<file path="src/hw/rtl/st2d_pkg.sv">
// shared types, codes and helpers for the 2d sparse table range query block
// depends on nothing; used by the front end, the back end and the top module
package st2d_pkg;

    localparam int DEF_MAX_ROWS   = 32;
    localparam int DEF_MAX_COLS   = 32;
    localparam int DEF_DATA_WIDTH = 32;

    // configuration register indexes
    localparam logic [1:0] REG_ROW_COUNT = 2'd0;
    localparam logic [1:0] REG_COL_COUNT = 2'd1;
    localparam logic [1:0] REG_OP_MODE   = 2'd2;

    // reset values of the registers
    localparam logic [5:0] ROW_COUNT_RST = 6'd32;
    localparam logic [5:0] COL_COUNT_RST = 6'd32;

    // result status codes
    localparam logic [1:0] ST_OK        = 2'd0;
    localparam logic [1:0] ST_RANGE     = 2'd1;
    localparam logic [1:0] ST_NOT_BUILT = 2'd2;

    typedef enum logic [1:0] {
        CMD_LOAD  = 2'd0,
        CMD_BUILD = 2'd1,
        CMD_QUERY = 2'd2,
        CMD_NONE  = 2'd3
    } cmd_t;

    typedef enum logic [1:0] {
        OP_MIN = 2'd0,
        OP_MAX = 2'd1,
        OP_AND = 2'd2,
        OP_OR  = 2'd3
    } op_t;

    // work kinds handed from front to back
    typedef enum logic [1:0] {
        K_LOAD  = 2'd0,
        K_BUILD = 2'd1,
        K_QUERY = 2'd2,
        K_ERROR = 2'd3
    } kind_t;

    typedef enum logic [3:0] {
        BK_IDLE,
        BK_BRA,
        BK_BRB,
        BK_BWR,
        BK_Q0,
        BK_Q1,
        BK_Q2,
        BK_Q3,
        BK_QD
    } bk_state_t;

    // one classified word, sized for the largest configuration
    typedef struct packed {
        kind_t       kind;
        logic [1:0]  status;
        logic [3:0]  kx;
        logic [3:0]  ky;
        logic [7:0]  r1;
        logic [7:0]  c1;
        logic [7:0]  r3;
        logic [7:0]  c3;
        logic [63:0] data;
    } item_t;

    // idempotent combine, at the widest data width
    function automatic logic [63:0] combine(input logic [63:0] a, input logic [63:0] b,
                                            input op_t op);
        logic [63:0] r;
        case (op)
            OP_MIN:  r = (a < b) ? a : b;
            OP_MAX:  r = (a > b) ? a : b;
            OP_AND:  r = a & b;
            OP_OR:   r = a | b;
            default: r = a | b;
        endcase
        return r;
    endfunction

    // count in use: zero taken as one, clamped to the maximum
    function automatic logic [9:0] count_in_use(input logic [5:0] cnt, input int maxv);
        logic [9:0] r;
        r = {4'd0, cnt};
        if (r == 10'd0) r = 10'd1;
        if (r > 10'(maxv)) r = 10'(maxv);
        return r;
    endfunction

endpackage

</file>
<file path="src/hw/rtl/st2d_front.sv">
// front end: accepts input words, classifies them and queues them for the back end
// depends on st2d_pkg
module st2d_front #(
    parameter int MAX_ROWS   = st2d_pkg::DEF_MAX_ROWS,
    parameter int MAX_COLS   = st2d_pkg::DEF_MAX_COLS,
    parameter int DATA_WIDTH = st2d_pkg::DEF_DATA_WIDTH,
    localparam int RW = (MAX_ROWS > 1) ? $clog2(MAX_ROWS) : 1,
    localparam int CW = (MAX_COLS > 1) ? $clog2(MAX_COLS) : 1
) (
    input  logic                clk,
    input  logic                rst_n,
    input  logic                push,
    output logic                full,
    input  logic [1:0]          cmd,
    input  logic [4:0]          row_a,
    input  logic [4:0]          col_a,
    input  logic [4:0]          row_b,
    input  logic [4:0]          col_b,
    input  logic [31:0]         cell_value,
    input  logic [RW:0]         n_use,
    input  logic [CW:0]         m_use,
    input  logic                cfg_hit,
    output logic                q_valid,
    output st2d_pkg::item_t     q_item,
    input  logic                q_pop
);

    st2d_pkg::item_t q_mem_reg [2];
    logic            wr_ptr_reg, rd_ptr_reg;
    logic [1:0]      count_reg;
    logic            built_reg;

    st2d_pkg::item_t item;
    logic            enq, accept;
    logic [9:0]      ra, rb, ca, cb, n10, m10, x1, x2, y1, y2, lx, ly, x3, y3;
    logic [3:0]      kx, ky;
    logic            in_rng;

    assign full    = (count_reg == 2'd2);
    assign accept  = push && !full;
    assign q_valid = (count_reg != 2'd0);
    assign q_item  = q_mem_reg[rd_ptr_reg];

    // corner ordering, range check and level choice
    always_comb
    begin
        ra  = {5'd0, row_a};
        rb  = {5'd0, row_b};
        ca  = {5'd0, col_a};
        cb  = {5'd0, col_b};
        n10 = 10'(n_use);
        m10 = 10'(m_use);
        in_rng = (ra < n10) && (rb < n10) && (ca < m10) && (cb < m10);
        x1 = (ra < rb) ? ra : rb;
        x2 = (ra < rb) ? rb : ra;
        y1 = (ca < cb) ? ca : cb;
        y2 = (ca < cb) ? cb : ca;
        lx = x2 - x1 + 10'd1;
        ly = y2 - y1 + 10'd1;
        kx = 4'd0;
        ky = 4'd0;
        for (int k = 0; k < 9; k++)
        begin
            if (lx[k]) kx = 4'(k);
            if (ly[k]) ky = 4'(k);
        end
        x3 = x2 + 10'd1 - (10'd1 << kx);
        y3 = y2 + 10'd1 - (10'd1 << ky);
    end

    // build the queued word
    always_comb
    begin
        item        = '0;
        item.kx     = kx;
        item.ky     = ky;
        item.r1     = 8'(x1);
        item.c1     = 8'(y1);
        item.r3     = 8'(x3);
        item.c3     = 8'(y3);
        item.data   = 64'(DATA_WIDTH'(cell_value));
        item.status = st2d_pkg::ST_OK;
        enq         = 1'b0;
        case (st2d_pkg::cmd_t'(cmd))
            st2d_pkg::CMD_LOAD:
            begin
                item.kind = st2d_pkg::K_LOAD;
                item.r1   = 8'(ra);
                item.c1   = 8'(ca);
                enq       = (ra < n10) && (ca < m10);
            end
            st2d_pkg::CMD_BUILD:
            begin
                item.kind = st2d_pkg::K_BUILD;
                enq       = 1'b1;
            end
            st2d_pkg::CMD_QUERY:
            begin
                enq = 1'b1;
                if (!built_reg)
                begin
                    item.kind   = st2d_pkg::K_ERROR;
                    item.status = st2d_pkg::ST_NOT_BUILT;
                end
                else if (!in_rng)
                begin
                    item.kind   = st2d_pkg::K_ERROR;
                    item.status = st2d_pkg::ST_RANGE;
                end
                else
                begin
                    item.kind = st2d_pkg::K_QUERY;
                end
            end
            default:
            begin
                item.kind = st2d_pkg::K_ERROR;
                enq       = 1'b0;
            end
        endcase
    end

    // table built flag, tracked in accept order
    always_ff @(posedge clk or negedge rst_n)
    begin
        if (!rst_n)
        begin
            built_reg <= 1'b0;
        end
        else if (cfg_hit)
        begin
            built_reg <= 1'b0;
        end
        else if (accept && cmd == st2d_pkg::CMD_LOAD)
        begin
            built_reg <= 1'b0;
        end
        else if (accept && cmd == st2d_pkg::CMD_BUILD)
        begin
            built_reg <= 1'b1;
        end
    end

    // two entry queue pointers
    always_ff @(posedge clk or negedge rst_n)
    begin
        if (!rst_n)
        begin
            wr_ptr_reg <= 1'b0;
            rd_ptr_reg <= 1'b0;
            count_reg  <= 2'd0;
        end
        else
        begin
            if (accept && enq) wr_ptr_reg <= ~wr_ptr_reg;
            if (q_pop)         rd_ptr_reg <= ~rd_ptr_reg;
            count_reg <= count_reg + 2'(accept && enq) - 2'(q_pop);
        end
    end

    // queue storage
    always_ff @(posedge clk)
    begin
        if (accept && enq)
        begin
            q_mem_reg[wr_ptr_reg] <= item;
        end
    end

    a_pop_valid: assert property (@(posedge clk) disable iff (!rst_n)
        q_pop |-> q_valid) else $error("queue popped while empty");
    a_count_max: assert property (@(posedge clk) disable iff (!rst_n)
        count_reg != 2'd3) else $error("queue count overflow");
    a_build_sets: assert property (@(posedge clk) disable iff (!rst_n)
        (accept && cmd == st2d_pkg::CMD_BUILD && !cfg_hit) |=> built_reg)
        else $error("built flag not set after build");

endmodule

</file>
<file path="config.mk">
export PLATFORM = sky130hd
export DESIGN_NAME = st2d_front
export DESIGN_NICKNAME = d
export VERILOG_FILES = /design/src/hw/rtl/st2d_pkg.sv /design/src/hw/rtl/st2d_front.sv
export SDC_FILE = /design/constraint.sdc
export NUM_CORES = 1
export LEC_CHECK = 0
export BUFFER_PORTS_ARGS = -buffer_cell sky130_fd_sc_hd__buf_2
export CELL_PAD_IN_SITES_DETAIL_PLACEMENT = 0
export CELL_PAD_IN_SITES_GLOBAL_PLACEMENT = 2
export CORE_MARGIN = 10
export CORE_UTILIZATION = 36
export DETAILED_ROUTE_END_ITERATION = 8
export GPL_ROUTABILITY_DRIVEN = 0
export GPL_TIMING_DRIVEN = 1
export PLACE_DENSITY_LB_ADDON = 0.1
export SYNTH_ARGS = -nofsm -noshare
export SYNTH_HDL_FRONTEND = slang
export SYNTH_SLANG_ARGS = --single-unit
</file>
<file path="constraint.sdc">
create_clock -name clk -period 4.9 [get_ports clk]
set_input_delay 1.47 -clock clk [delete_from_list [all_inputs] [get_ports clk]]
set_output_delay 1.47 -clock clk [all_outputs]
set_load 0.02 [all_outputs]
</file>
==> results of run 1 <==
-- layout make-up --
type / instances / share of cell area (%)
flip-flops and latches: 145 / 37.34
multi-input cells: 436 / 35.73
repair buffers: 283 / 16.67
clock buffers: 17 / 3.669
well taps: 280 / 3.021
clock inverters: 15 / 1.845
inverters: 46 / 1.705
diodes: 1 / 0.02158
-- where the power goes --
part           switching, W  leakage, nW  internal, W
clock network      0.000552        0.315     0.000828
logic               0.00125         3.07      0.00109
registers          0.000101         1.34      0.00162
total               0.00190         4.72      0.00353
-- cell families (layout without fill, tap and decap cells) --
group / Yosys count / after routing / share of synthesized area (%)
flops: 145 / 145 / 53.29
mux: 80 / 80 / 11.15
buf+inv: 100 / 361 / 6.669
compound gates: 109 / 109 / 8.810
xor+xnor: 18 / 18 / 1.941
simple gates: 133 / 133 / 8.979
fa+ha+maj: 58 / 58 / 9.118
other cells: 1 / 39 / 0.04616
-- placed cells by master, fill, tap and decap left out, types with 4 or more instances in the layout --
cell / synthesis / routed
a21o_1: 5 / 5
a21oi_1: 26 / 14
a21oi_2: 0 / 8
a21oi_4: 0 / 4
buf_12: 0 / 4
buf_2: 1 / 134
buf_4: 40 / 123
buf_6: 2 / 19
clkbuf_16: 0 / 17
conb_1: 1 / 38
dfrtp_1: 5 / 4
edfxtp_1: 140 / 140
ha_1: 56 / 32
ha_4: 0 / 22
inv_1: 46 / 32
inv_2: 0 / 9
inv_6: 0 / 6
inv_8: 0 / 5
mux2_2: 74 / 74
nand2_1: 37 / 34
nand2b_1: 10 / 10
nand3_1: 9 / 6
nand3_2: 1 / 4
nor2_1: 26 / 22
nor2_4: 0 / 4
nor2b_1: 11 / 8
o211ai_1: 5 / 5
o21a_1: 4 / 4
o21ai_0: 31 / 27
or3_1: 4 / 4
xnor2_1: 12 / 7
-- cells in the mapped netlist (all sizes together), types with 3 or more instances --
cell	count	area [um^2]
nand3b	3	22.52
nor2	28	110.1
xor2	6	52.55
o211ai	5	37.54
edfxtp	140	4204
xnor2	12	105.1
nor4	5	31.28
dfrtp	5	125.1
or2	3	18.77
a311oi	3	26.28
a31oi	3	18.77
inv	46	172.7
mux2	74	833.3
a21o	5	37.54
nand3	10	55.05
nand2b	10	62.56
o22ai	4	31.28
mux2i	6	72.57
nand2	38	145.1
a21oi	26	130.1
buf	44	331.6
or3	4	25.02
nand4	4	40.04
nor2b	11	68.82
clkbuf	10	37.54
nor4b	4	50.05
ha	56	700.7
o21bai	5	37.54
o21ai	31	155.2
o21a	4	30.03
a21boi	4	30.03
-- per-layer routing --
metal / share of wire (%) / up-vias / GRT usage (%) / wire [um]
met4: 1.1 / 0 / 3.890 / 232
li1: - / 2890 / - / -
met5: 0 / - / 0 / 0
met3: 5.7 / 17 / 3.355 / 1220
met2: 47 / 153 / 23.79 / 10040
met1: 46 / 2806 / 18.98 / 9978
-- stage by stage --
step | total power, W | area, um^2 | instances | setup WS, ns
finish | 0.005434 | 11600 | 1223 | -0.4657
global placement | 0.003733 | 10110 | 1163 | -1.063
floorplan | 0.003045 | 8547 | 681 | -0.7763
CTS | 0.005341 | 11280 | 1213 | -0.5106
detailed placement | 0.003767 | 10110 | 1163 | -1.144
global route | 0.005739 | 11590 | 1222 | -0.6715
-- what timing repair did --
item | in CTS | in global routing
setup buffers | 19 | 12
endpoints found under the setup margin | 26 | 26
pin swaps | 47 | 22
gates resized for setup | 79 | 43
-- worst paths after layout --
path | end | slack, ns | depth (start not counted)
setup / recovery | q_mem_reg[1][45] | -0.47 | 22
hold / removal | count_reg[1] | 0.51 | 1
setup reg to reg | count_reg[1] | 2.94 | 7
hold reg to reg | count_reg[1] | 0.51 | 1
max in group asynchronous | rd_ptr_reg | 3.90 | 1
min in group asynchronous | built_reg | 0.86 | 1
-- critical path: stages --
cell and delay, ns:
buf_8 0.11, inv_8 0.04, ha_4 0.18, nor2b_4 0.12, o21a_1 0.19, o21ba_4 0.21, nor2_4 0.12, nor3b_2 0.06
a21oi_2 0.14, ha_4 0.19, nor2_1 0.05, o41a_1 0.13, a211oi_4 0.33, nand2_2 0.18, nor3_4 0.23, a32o_2 0.16
or4b_4 0.49, ha_4 0.26, fa_2 0.39, a21o_1 0.18, a21oi_2 0.19, xnor2_2 0.10
==> run metrics, run 1 <==
Vias per Instance 4.796; CTS tree yes; final worst setup slack -0.4657 ns; Post-Route Skew 0.009503 ns; post-synthesis cell count 644; Initial Utilization 36.88%; max reg flops 140; DRC Markers 0; CP startpoint row_b[1]; post-synthesis async set-or-reset flop share 3.448%; prevailing post-synth register cell edfxtp_1; hpwl dp 16.06 mm; CP Capture Type flip-flop; CTS clock-pin slew for the worst setup and hold paths 0.06 ns; Sink Count 145; Reg2Reg Launch Point count_reg[1]; Final Setup Violations 24; RSZ-0062 raised after global routing true; Leakage Power 4.722 nW; H-tree depth 4; Yosys cell types 68; initial antenna violation count 0; Cell Rows 54; Post-synth EDFFs 140; total CTS buffers 17; Final min period 5.366 ns; global-route wire length before repair 33.53 mm; synthesized flop and latch total 145; WL per Instance 17.56 um; CTS max path bufs 2; multi-input logic area 4143 um^2; maximum VDD drop 238.7 uV; Post-CTS Hold Buffers 0; Port Buf Inserts 142; Layout Utilization 52.65%; failing checks negative setup slack; Storage cell area 4330 um^2; final hold violations 0; Worst Path Arrival 5.52 ns; DIE AREA 28970 um^2; total number of vias 5866; final hold slack 0.5111 ns; core area 22030 um^2; synthesized area per cell 12.61 um^2; Area growth, synth to finish 42.74%; root buffer cell clkbuf_16; MaxCap Viol Count 0; CP max FO 5; layout cells sized above 1 54.14%; die height 170.2 um; worst endpoint required time 5.05 ns; drt total wl 21.48 mm; critical path type input pin to flip-flop; min-delay worst type flip-flop to flip-flop; grt total ovfl 0; Worst-Skew Late Latency 0.41 ns; Rel. slew slack 43.64%; boundary pin count 181; Power Dens Cells 468.6 nW/um^2; HP Start count_reg[1]; CP Launch Type input pin; vias in the first global route 6435; post-route ant nets 0; fillers 1900; Seq/Total Area, Yosys 53.29%; final net count 1058; setup_tns -7.892 ns; status finished with violations; Least-Margin Pin Slew 0.8454 ns; DRT Pass-1 Iters 4; Total Routing Usage GR 14.55%; largest net degree at the start of global routing 37; mapped cell area 8124 um^2; Die X 170.2 um; Final Max Slew Viols 0; f_max 0.1864 GHz; Tcrit/Tclk final 109.5%; Starting DRT DRC Count 256; Ys Warns 0
(Power assumes the default switching activity.)
==> inputs of run 2 (changes only) <==
--- a/config.mk
+++ b/config.mk
@@ -5,11 +5,12 @@
 export SDC_FILE = /design/constraint.sdc
 export NUM_CORES = 1
 export LEC_CHECK = 0
+export ABC_AREA = 0
 export BUFFER_PORTS_ARGS = -buffer_cell sky130_fd_sc_hd__buf_2
 export CELL_PAD_IN_SITES_DETAIL_PLACEMENT = 0
 export CELL_PAD_IN_SITES_GLOBAL_PLACEMENT = 2
 export CORE_MARGIN = 10
-export CORE_UTILIZATION = 36
+export CORE_UTILIZATION = 39
 export DETAILED_ROUTE_END_ITERATION = 8
 export GPL_ROUTABILITY_DRIVEN = 0
 export GPL_TIMING_DRIVEN = 1
==> constraint.sdc (replaced) <==
create_clock -name clk -period 6.8 [get_ports clk]
set_input_delay 2.04 -clock clk [delete_from_list [all_inputs] [get_ports clk]]
set_output_delay 2.04 -clock clk [all_outputs]
set_load 0.02 [all_outputs]
==> run 2 against run 1 <==
The flow now finishes without violations. First-iteration DRC count increased by 12%. Final area decreased by 13%. Sequential cell count unchanged. Critical path type unchanged. Largest cell class unchanged. Largest power group unchanged.
==> run metrics, run 2 (same netlist as run 1, synthesis figures left out) <==
status finished, final reports clean; Die X 164.3 um (-3.5%); hpwl dp 15.42 mm (-4.0%); Post-CTS Setup Repair Bufs 0 (-19); Tcrit/Tclk final 94.61%; Sink Count 145 (unchanged); fillers 1904 (+0.21%); WL per Instance 17.38 um (-1.0%); Clk pwr share 26.6% (+1.2 points); Post-Route Skew 0.009052 ns (-0.0004515 ns); maximum VDD drop 175.5 uV (-26%); multi-input logic area 3427 um^2 (-17%); post-route ant nets 0 (unchanged); CP startpoint row_b[1]; Flop pwr share 35.8% (+4.2 points); CTS max path bufs 2 (unchanged); f_max 0.1554 GHz; final net count 982 (-7.2%); total number of vias 5530 (-5.7%); Cell Rows 52 (-3.7%); Reg2Reg Launch Point count_reg[1]; RSZ-0062 raised after global routing false; Least-Margin Pin Slew 1.089 ns (+0.2439 ns); total CTS buffers 17 (unchanged); initial antenna violation count 3 (+3); die height 164.3 um (-3.5%); Area growth, synth to finish 24.58%; final hold violations 0 (unchanged); Comb pwr share 37.6% (-5.4 points); HP Start count_reg[1]; Storage cell area 4330 um^2 (unchanged); min-delay worst type flip-flop to flip-flop; critical path type input pin to flip-flop; switching share of power 36.47% (+1.5 points); max reg flops 140 (unchanged); boundary pin count 181 (unchanged); Vias per Instance 4.859 (+1.3%); Starting DRT DRC Count 287 (+12%); DIE AREA 27000 um^2 (-6.8%); Power Dens Cells 345.5 nW/um^2 (-26%); grt total ovfl 0 (unchanged); CP Cell Sequence buf_2 -> inv_1 -> ha_1 -> nor2b_1 -> o21a_1 -> o21ba_2 -> nor2_4 -> nor3b_1 -> a21oi_1 -> ha_1 -> a21oi_1 -> o21ai_0 -> and3_1 -> o211ai_1 -> buf_4 -> nor3_1 -> a32o_1 -> or4b_2 -> ha_1 -> fa_1 -> a21o_1 -> a21oi_2 -> inv_1 -> a21oi_1; Leakage Power 4.172 nW (-12%); WP buf/inv 4 (+2); Final Setup Violations 0 (-100%); CP max-delay cell or4b_2; global-route wire length before repair 30.94 mm (-7.7%); Worst Path Arrival 6.70 ns (+1.18 ns); vias in the first global route 5836 (-9.3%); DRC Markers 0 (unchanged); worst endpoint required time 7.07 ns (+2.02 ns); Final min period 6.433 ns; core area 20360 um^2 (-7.5%); Worst-Skew Late Latency 0.43 ns (+0.02 ns); CP Launch Type input pin; Net Switching 0.001276 W (-33%); CP top delay family compound AO/OA/AOI/OAI gates; internal power 0.002221 W (-37%); largest net degree at the start of global routing 45 (+22%); CP Capture Type flip-flop; Total Routing Usage GR 14.75% (+0.19 points); Initial Utilization 39.89% (+3.0 points); drt total wl 19.78 mm (-7.9%); MaxCap Viol Count 0 (unchanged); Layout Utilization 49.70% (-2.9 points); most frequent cells in the layout buf_2, edfxtp_1, mux2_2; CP peak stage delay 0.60 ns (+0.11 ns); CTS clock-pin slew for the worst setup and hold paths 0.07 ns (about the same); Final Max Slew Viols 0 (unchanged); root buffer cell clkbuf_16; Rel. slew slack 27.38% (-16 points); most common cell after layout, fill and taps aside buf_2; H-tree depth 4 (unchanged); CTS tree yes; Port Buf Inserts 142 (unchanged); layout cells sized above 1 39.15% (-15 points); DRT Pass-1 Iters 5 (+1); final worst setup slack 0.3665 ns (+0.8322 ns); Place WS -0.2389 ns (+0.9054 ns); CP max FO 6 (+1)
-- run 2: worst paths after layout --
| kind | endpoint | slack, ns | cells after the start |
|---|---|---|---|
| max | q_mem_reg[1][47] | 0.37 | 24 |
| min in group asynchronous | count_reg[1] | 1.42 | 1 |
| min | count_reg[1] | 0.50 | 1 |
| max reg2reg | q_mem_reg[1][49] | 4.67 | 4 |
| max in group asynchronous | rd_ptr_reg | 5.24 | 1 |
| min reg2reg | count_reg[1] | 0.50 | 1 |
-- run 2: power groups by stage --
stage / clock network [W] / logic, W / registers, W
after detailed placement: 0 / 0.00133 / 0.00127
after floorplan: 0 / 0.000942 / 0.00122
final: 0.000931 / 0.00132 / 0.00125
after global routing: 0.000999 / 0.00145 / 0.00127
after CTS: 0.000955 / 0.00133 / 0.00126
after global placement: 0 / 0.00132 / 0.00127
-- run 2: final cells by class --
| type | instances | area share (%) |
|---|---|---|
| clock inverter | 15 | 1.842 |
| timing repair buffer | 207 | 12.21 |
| sequential | 145 | 42.79 |
| inverter | 46 | 1.706 |
| antenna | 2 | 0.04945 |
| multi-input combinational | 436 | 33.86 |
| clock buffer | 17 | 4.203 |
| tap | 270 | 3.338 |
-- run 2: layer usage --
layer	routed length [um]	vias up	GRT usage, %
met1	8476	2607	17.46
li1	-	2746	-
met5	13	-	0
met3	1166	33	4.406
met2	9642	142	24.53
met4	479	2	6.011
-- run 2: through the flow --
stage,instance area (um^2),hold slack (ns),TNS (ns),power [W],instances
finish,10120,0.4958,0,0.003497,1138
global route,10120,0.5459,0,0.003712,1136
CTS,10100,0.4972,0,0.003544,1136
detailed placement,9489,0.4831,-1.771,0.002600,1104
global placement,9489,0.4784,-0.4367,0.002582,1104
floorplan,8269,0.4604,0,0.002158,681
-- run 2: what timing repair did --
action | in CTS | in global routing
setup endpoints to repair | 0 | 12
gates resized for setup | 0 | 4
hold buffers | 0 | 0
==> inputs of run 3 (changes only) <==
--- a/config.mk
+++ b/config.mk
@@ -5,12 +5,12 @@
 export SDC_FILE = /design/constraint.sdc
 export NUM_CORES = 1
 export LEC_CHECK = 0
-export ABC_AREA = 0
+export ABC_AREA = 1
 export BUFFER_PORTS_ARGS = -buffer_cell sky130_fd_sc_hd__buf_2
 export CELL_PAD_IN_SITES_DETAIL_PLACEMENT = 0
 export CELL_PAD_IN_SITES_GLOBAL_PLACEMENT = 2
 export CORE_MARGIN = 10
-export CORE_UTILIZATION = 39
+export CORE_UTILIZATION = 38
 export DETAILED_ROUTE_END_ITERATION = 8
 export GPL_ROUTABILITY_DRIVEN = 0
 export GPL_TIMING_DRIVEN = 1
==> run 3 against run 2 <==
Critical endpoint is now q_mem_reg[1][46]. Fmax increased by 8.0%. Cell count increased by 1.6%. Clock skew about the same. Critical path depth increased by 3. Highest routed layer is now met4. Non-clock buffer count decreased by 62.
==> run metrics, run 3 <==
top cell type by total area after synthesis edfxtp_1; met2 WL 8.017 mm (-17%); Storage cell area 4330 um^2 (unchanged); setup_tns 0 ns (unchanged); DRT met1 WL 9.630 mm (+14%); Synth area leaders edfxtp_1, mux2_2, ha_1; Commonest cells post-synth edfxtp_1, nand2_1, inv_1, mux2_2, ha_1; f_max 0.1679 GHz (+8.0%); fillers 1982 (+4.1%); final net count 997 (+1.5%); worst endpoint required time 7.05 ns (-0.02 ns); Total Routing Usage GR 13.66% (-1.1 points); multi-input logic area 3301 um^2 (-3.7%); Worst-Skew Late Latency 0.42 ns (about the same); Cell Rows 53 (+1.9%); final hold violations 0 (unchanged); synthesized area per cell 11.41 um^2 (-9.6%); CTS clock-pin slew for the worst setup and hold paths 0.06 ns (about the same); Final Max Slew Viols 0 (unchanged); final total power 0.003451 W (-1.3%); CP max-delay cell ha_1; grt total ovfl 0 (unchanged); Tcrit/Tclk final 87.57% (-7.0 points); DRT Pass-1 Iters 4 (-1); Post-synth EDFFs 140 (unchanged); most common cell after layout, fill and taps aside buf_2; CP Launch Type input pin; WL per Instance 16.47 um (-5.3%); post-route ant nets 0 (unchanged); total number of vias 5379 (-2.7%); Post-Route Skew 0.008555 ns (-0.0004965 ns); prevailing post-synth register cell edfxtp_1; boundary pin count 181 (unchanged); min-delay worst type flip-flop to flip-flop; CP peak stage delay 0.38 ns (-0.22 ns); global-route wire length before repair 30.46 mm (-1.6%); core area 21090 um^2 (+3.6%); Initial Utilization 38.84% (-1.1 points); MaxCap Viol Count 0 (unchanged); most frequent cells in the layout buf_2, edfxtp_1, nand2_1; max reg flops 140 (unchanged); Final Setup Violations 0 (unchanged); largest net degree at the start of global routing 50 (+11%); Leakage Power 4.212 nW (+0.94%); Final min period 5.954 ns (-0.4790 ns); Seq/Total Area, Yosys 52.86% (-0.43 points); Ys Warns 0 (unchanged); Yosys cell types 42 (-38%); Rel. slew slack 49.21% (+22 points); DR top layer met4; DIE AREA 27830 um^2 (+3.0%); vias in the first global route 5630 (-3.5%); Least-Margin Pin Slew 0.7600 ns (-0.3293 ns); die height 166.8 um (+1.5%); total CTS buffers 17 (unchanged); initial antenna violation count 0 (-3); ANT cells 0 (-2); RSZ-0062 raised after global routing false; reg2reg path depth 6 (+2); final instance area 9683 um^2 (-4.3%); Starting DRT DRC Count 240 (-16%); CTS max path bufs 2 (unchanged); CP max FO 20 (+14); status finished, final reports clean; Power Dens Cells 356.4 nW/um^2 (+3.2%); Post-Place Cell Area 9086 um^2 (-4.2%); met3 WL 1.186 mm (+1.7%); post-synthesis cell count 718 (+11%); most used cell, CP ha_1; Worst Path Arrival 6.20 ns (-0.50 ns); WHS Path Cells 1 (unchanged); maximum VDD drop 167.9 uV (-4.3%); Post-CTS Hold Buffers 0 (unchanged); Port Buf Inserts 142 (unchanged); post-synthesis async set-or-reset flop share 3.448% (unchanged); H-tree depth 4 (unchanged); drt total wl 19.04 mm (-3.8%); CTS tree yes; synthesized flop and latch total 145 (unchanged); Area growth, synth to finish 18.22%; DRC Markers 0 (unchanged); critical path type input pin to flip-flop; post-synth top area share 51.33% (-0.42 points); final worst setup slack 0.8455 ns (+0.4790 ns); root buffer cell clkbuf_16; CTS resizes 0 (unchanged); Place WS 0.4108 ns (+0.6497 ns); Post-CTS Setup Repair Bufs 0 (unchanged); top-count cell post-synth edfxtp_1; Sink Count 145 (unchanged); CP Capture Type flip-flop; layout cells sized above 1 36.21% (-2.9 points); Vias per Instance 4.653 (-4.2%); mapped cell area 8190 um^2 (+0.82%); hpwl dp 14.69 mm (-4.7%); Die X 166.8 um (+1.5%)
==> run 3: changes by cell type in the layout (fill, tap and decap cells not counted), sizes merged, moves of 6 or more <==
cell / delta
nand2: +116
buf: -62
nand4: +7
a21oi: -11
xnor2: -9
nor2b: -11
nand3: +18
nand2b: -10
clkinv: -6
mux2i: -6
inv: +49
==> run 3: area by class of cell <==
cell class                      count  area share (%)
Sequential cell                   145           44.72
Multi-Input combinational cell    465           34.09
Timing Repair Buffer              145           7.830
Clock buffer                       18           4.432
Inverter                           94           3.644
Tap cell                          275           3.553
Clock inverter                     14           1.731
==> run 3: worst paths after layout <==
check                        startpoint  slack, ns          endpoint
setup / recovery               row_b[2]       0.85  q_mem_reg[1][46]
hold reg to reg            count_reg[0]       0.55      count_reg[0]
min in group asynchronous         rst_n       1.43      count_reg[1]
max in group asynchronous         rst_n       5.22        rd_ptr_reg
setup reg to reg           count_reg[1]       4.49  q_mem_reg[1][42]
hold / removal             count_reg[0]       0.55      count_reg[0]
==> run 3: layer usage <==
layer | GRT usage [%] | vias to the layer above
li1 | - | 2688
met1 | 19.07 | 2507
met2 | 19.65 | 168
met3 | 4.448 | 16
met4 | 4.086 | 0
met5 | 0 | -
==> run 3: metrics by stage <==
step                instances  hold slack [ns]  utilization (%)
floorplan                 755           0.5095                -
global placement         1124           0.5322            43.09
detailed placement       1124           0.5434            43.09
CTS                      1156           0.5571            45.92
global route             1156           0.5832            45.92
finish                   1156           0.5525            45.92
==> run 3: critical path, delay by kind of cell <==
kind	cells	cell delay (ns)
AOI/OAI and AO/OA	5	0.97
and+or+nand+nor	12	1.36
buffers and inverters	5	0.34
adders and majority gates	5	1.50
==> run 3: cell families after synthesis <==
| kind of cell | after synthesis | share of synthesized area (%) |
|---|---|---|
| and+or+nand+nor | 230 | 14.21 |
| DFF | 145 | 52.86 |
| buffers and inverters | 145 | 8.723 |
| other | 1 | 0.04579 |
| AOI/OAI and AO/OA | 58 | 4.323 |
| muxes | 70 | 9.624 |
| xor gates and xnor gates | 11 | 1.176 |
| adders and majority gates | 58 | 9.044 |
==> run 3: power by group <==
| part | total [W] | switching (W) | leakage [nW] | internal, W |
|---|---|---|---|---|
| Sequential | 0.00123 | 0.0000638 | 1.34 | 0.00117 |
| Combinational | 0.00128 | 0.000795 | 2.59 | 0.000483 |
| Clock | 0.000939 | 0.000386 | 0.280 | 0.000553 |
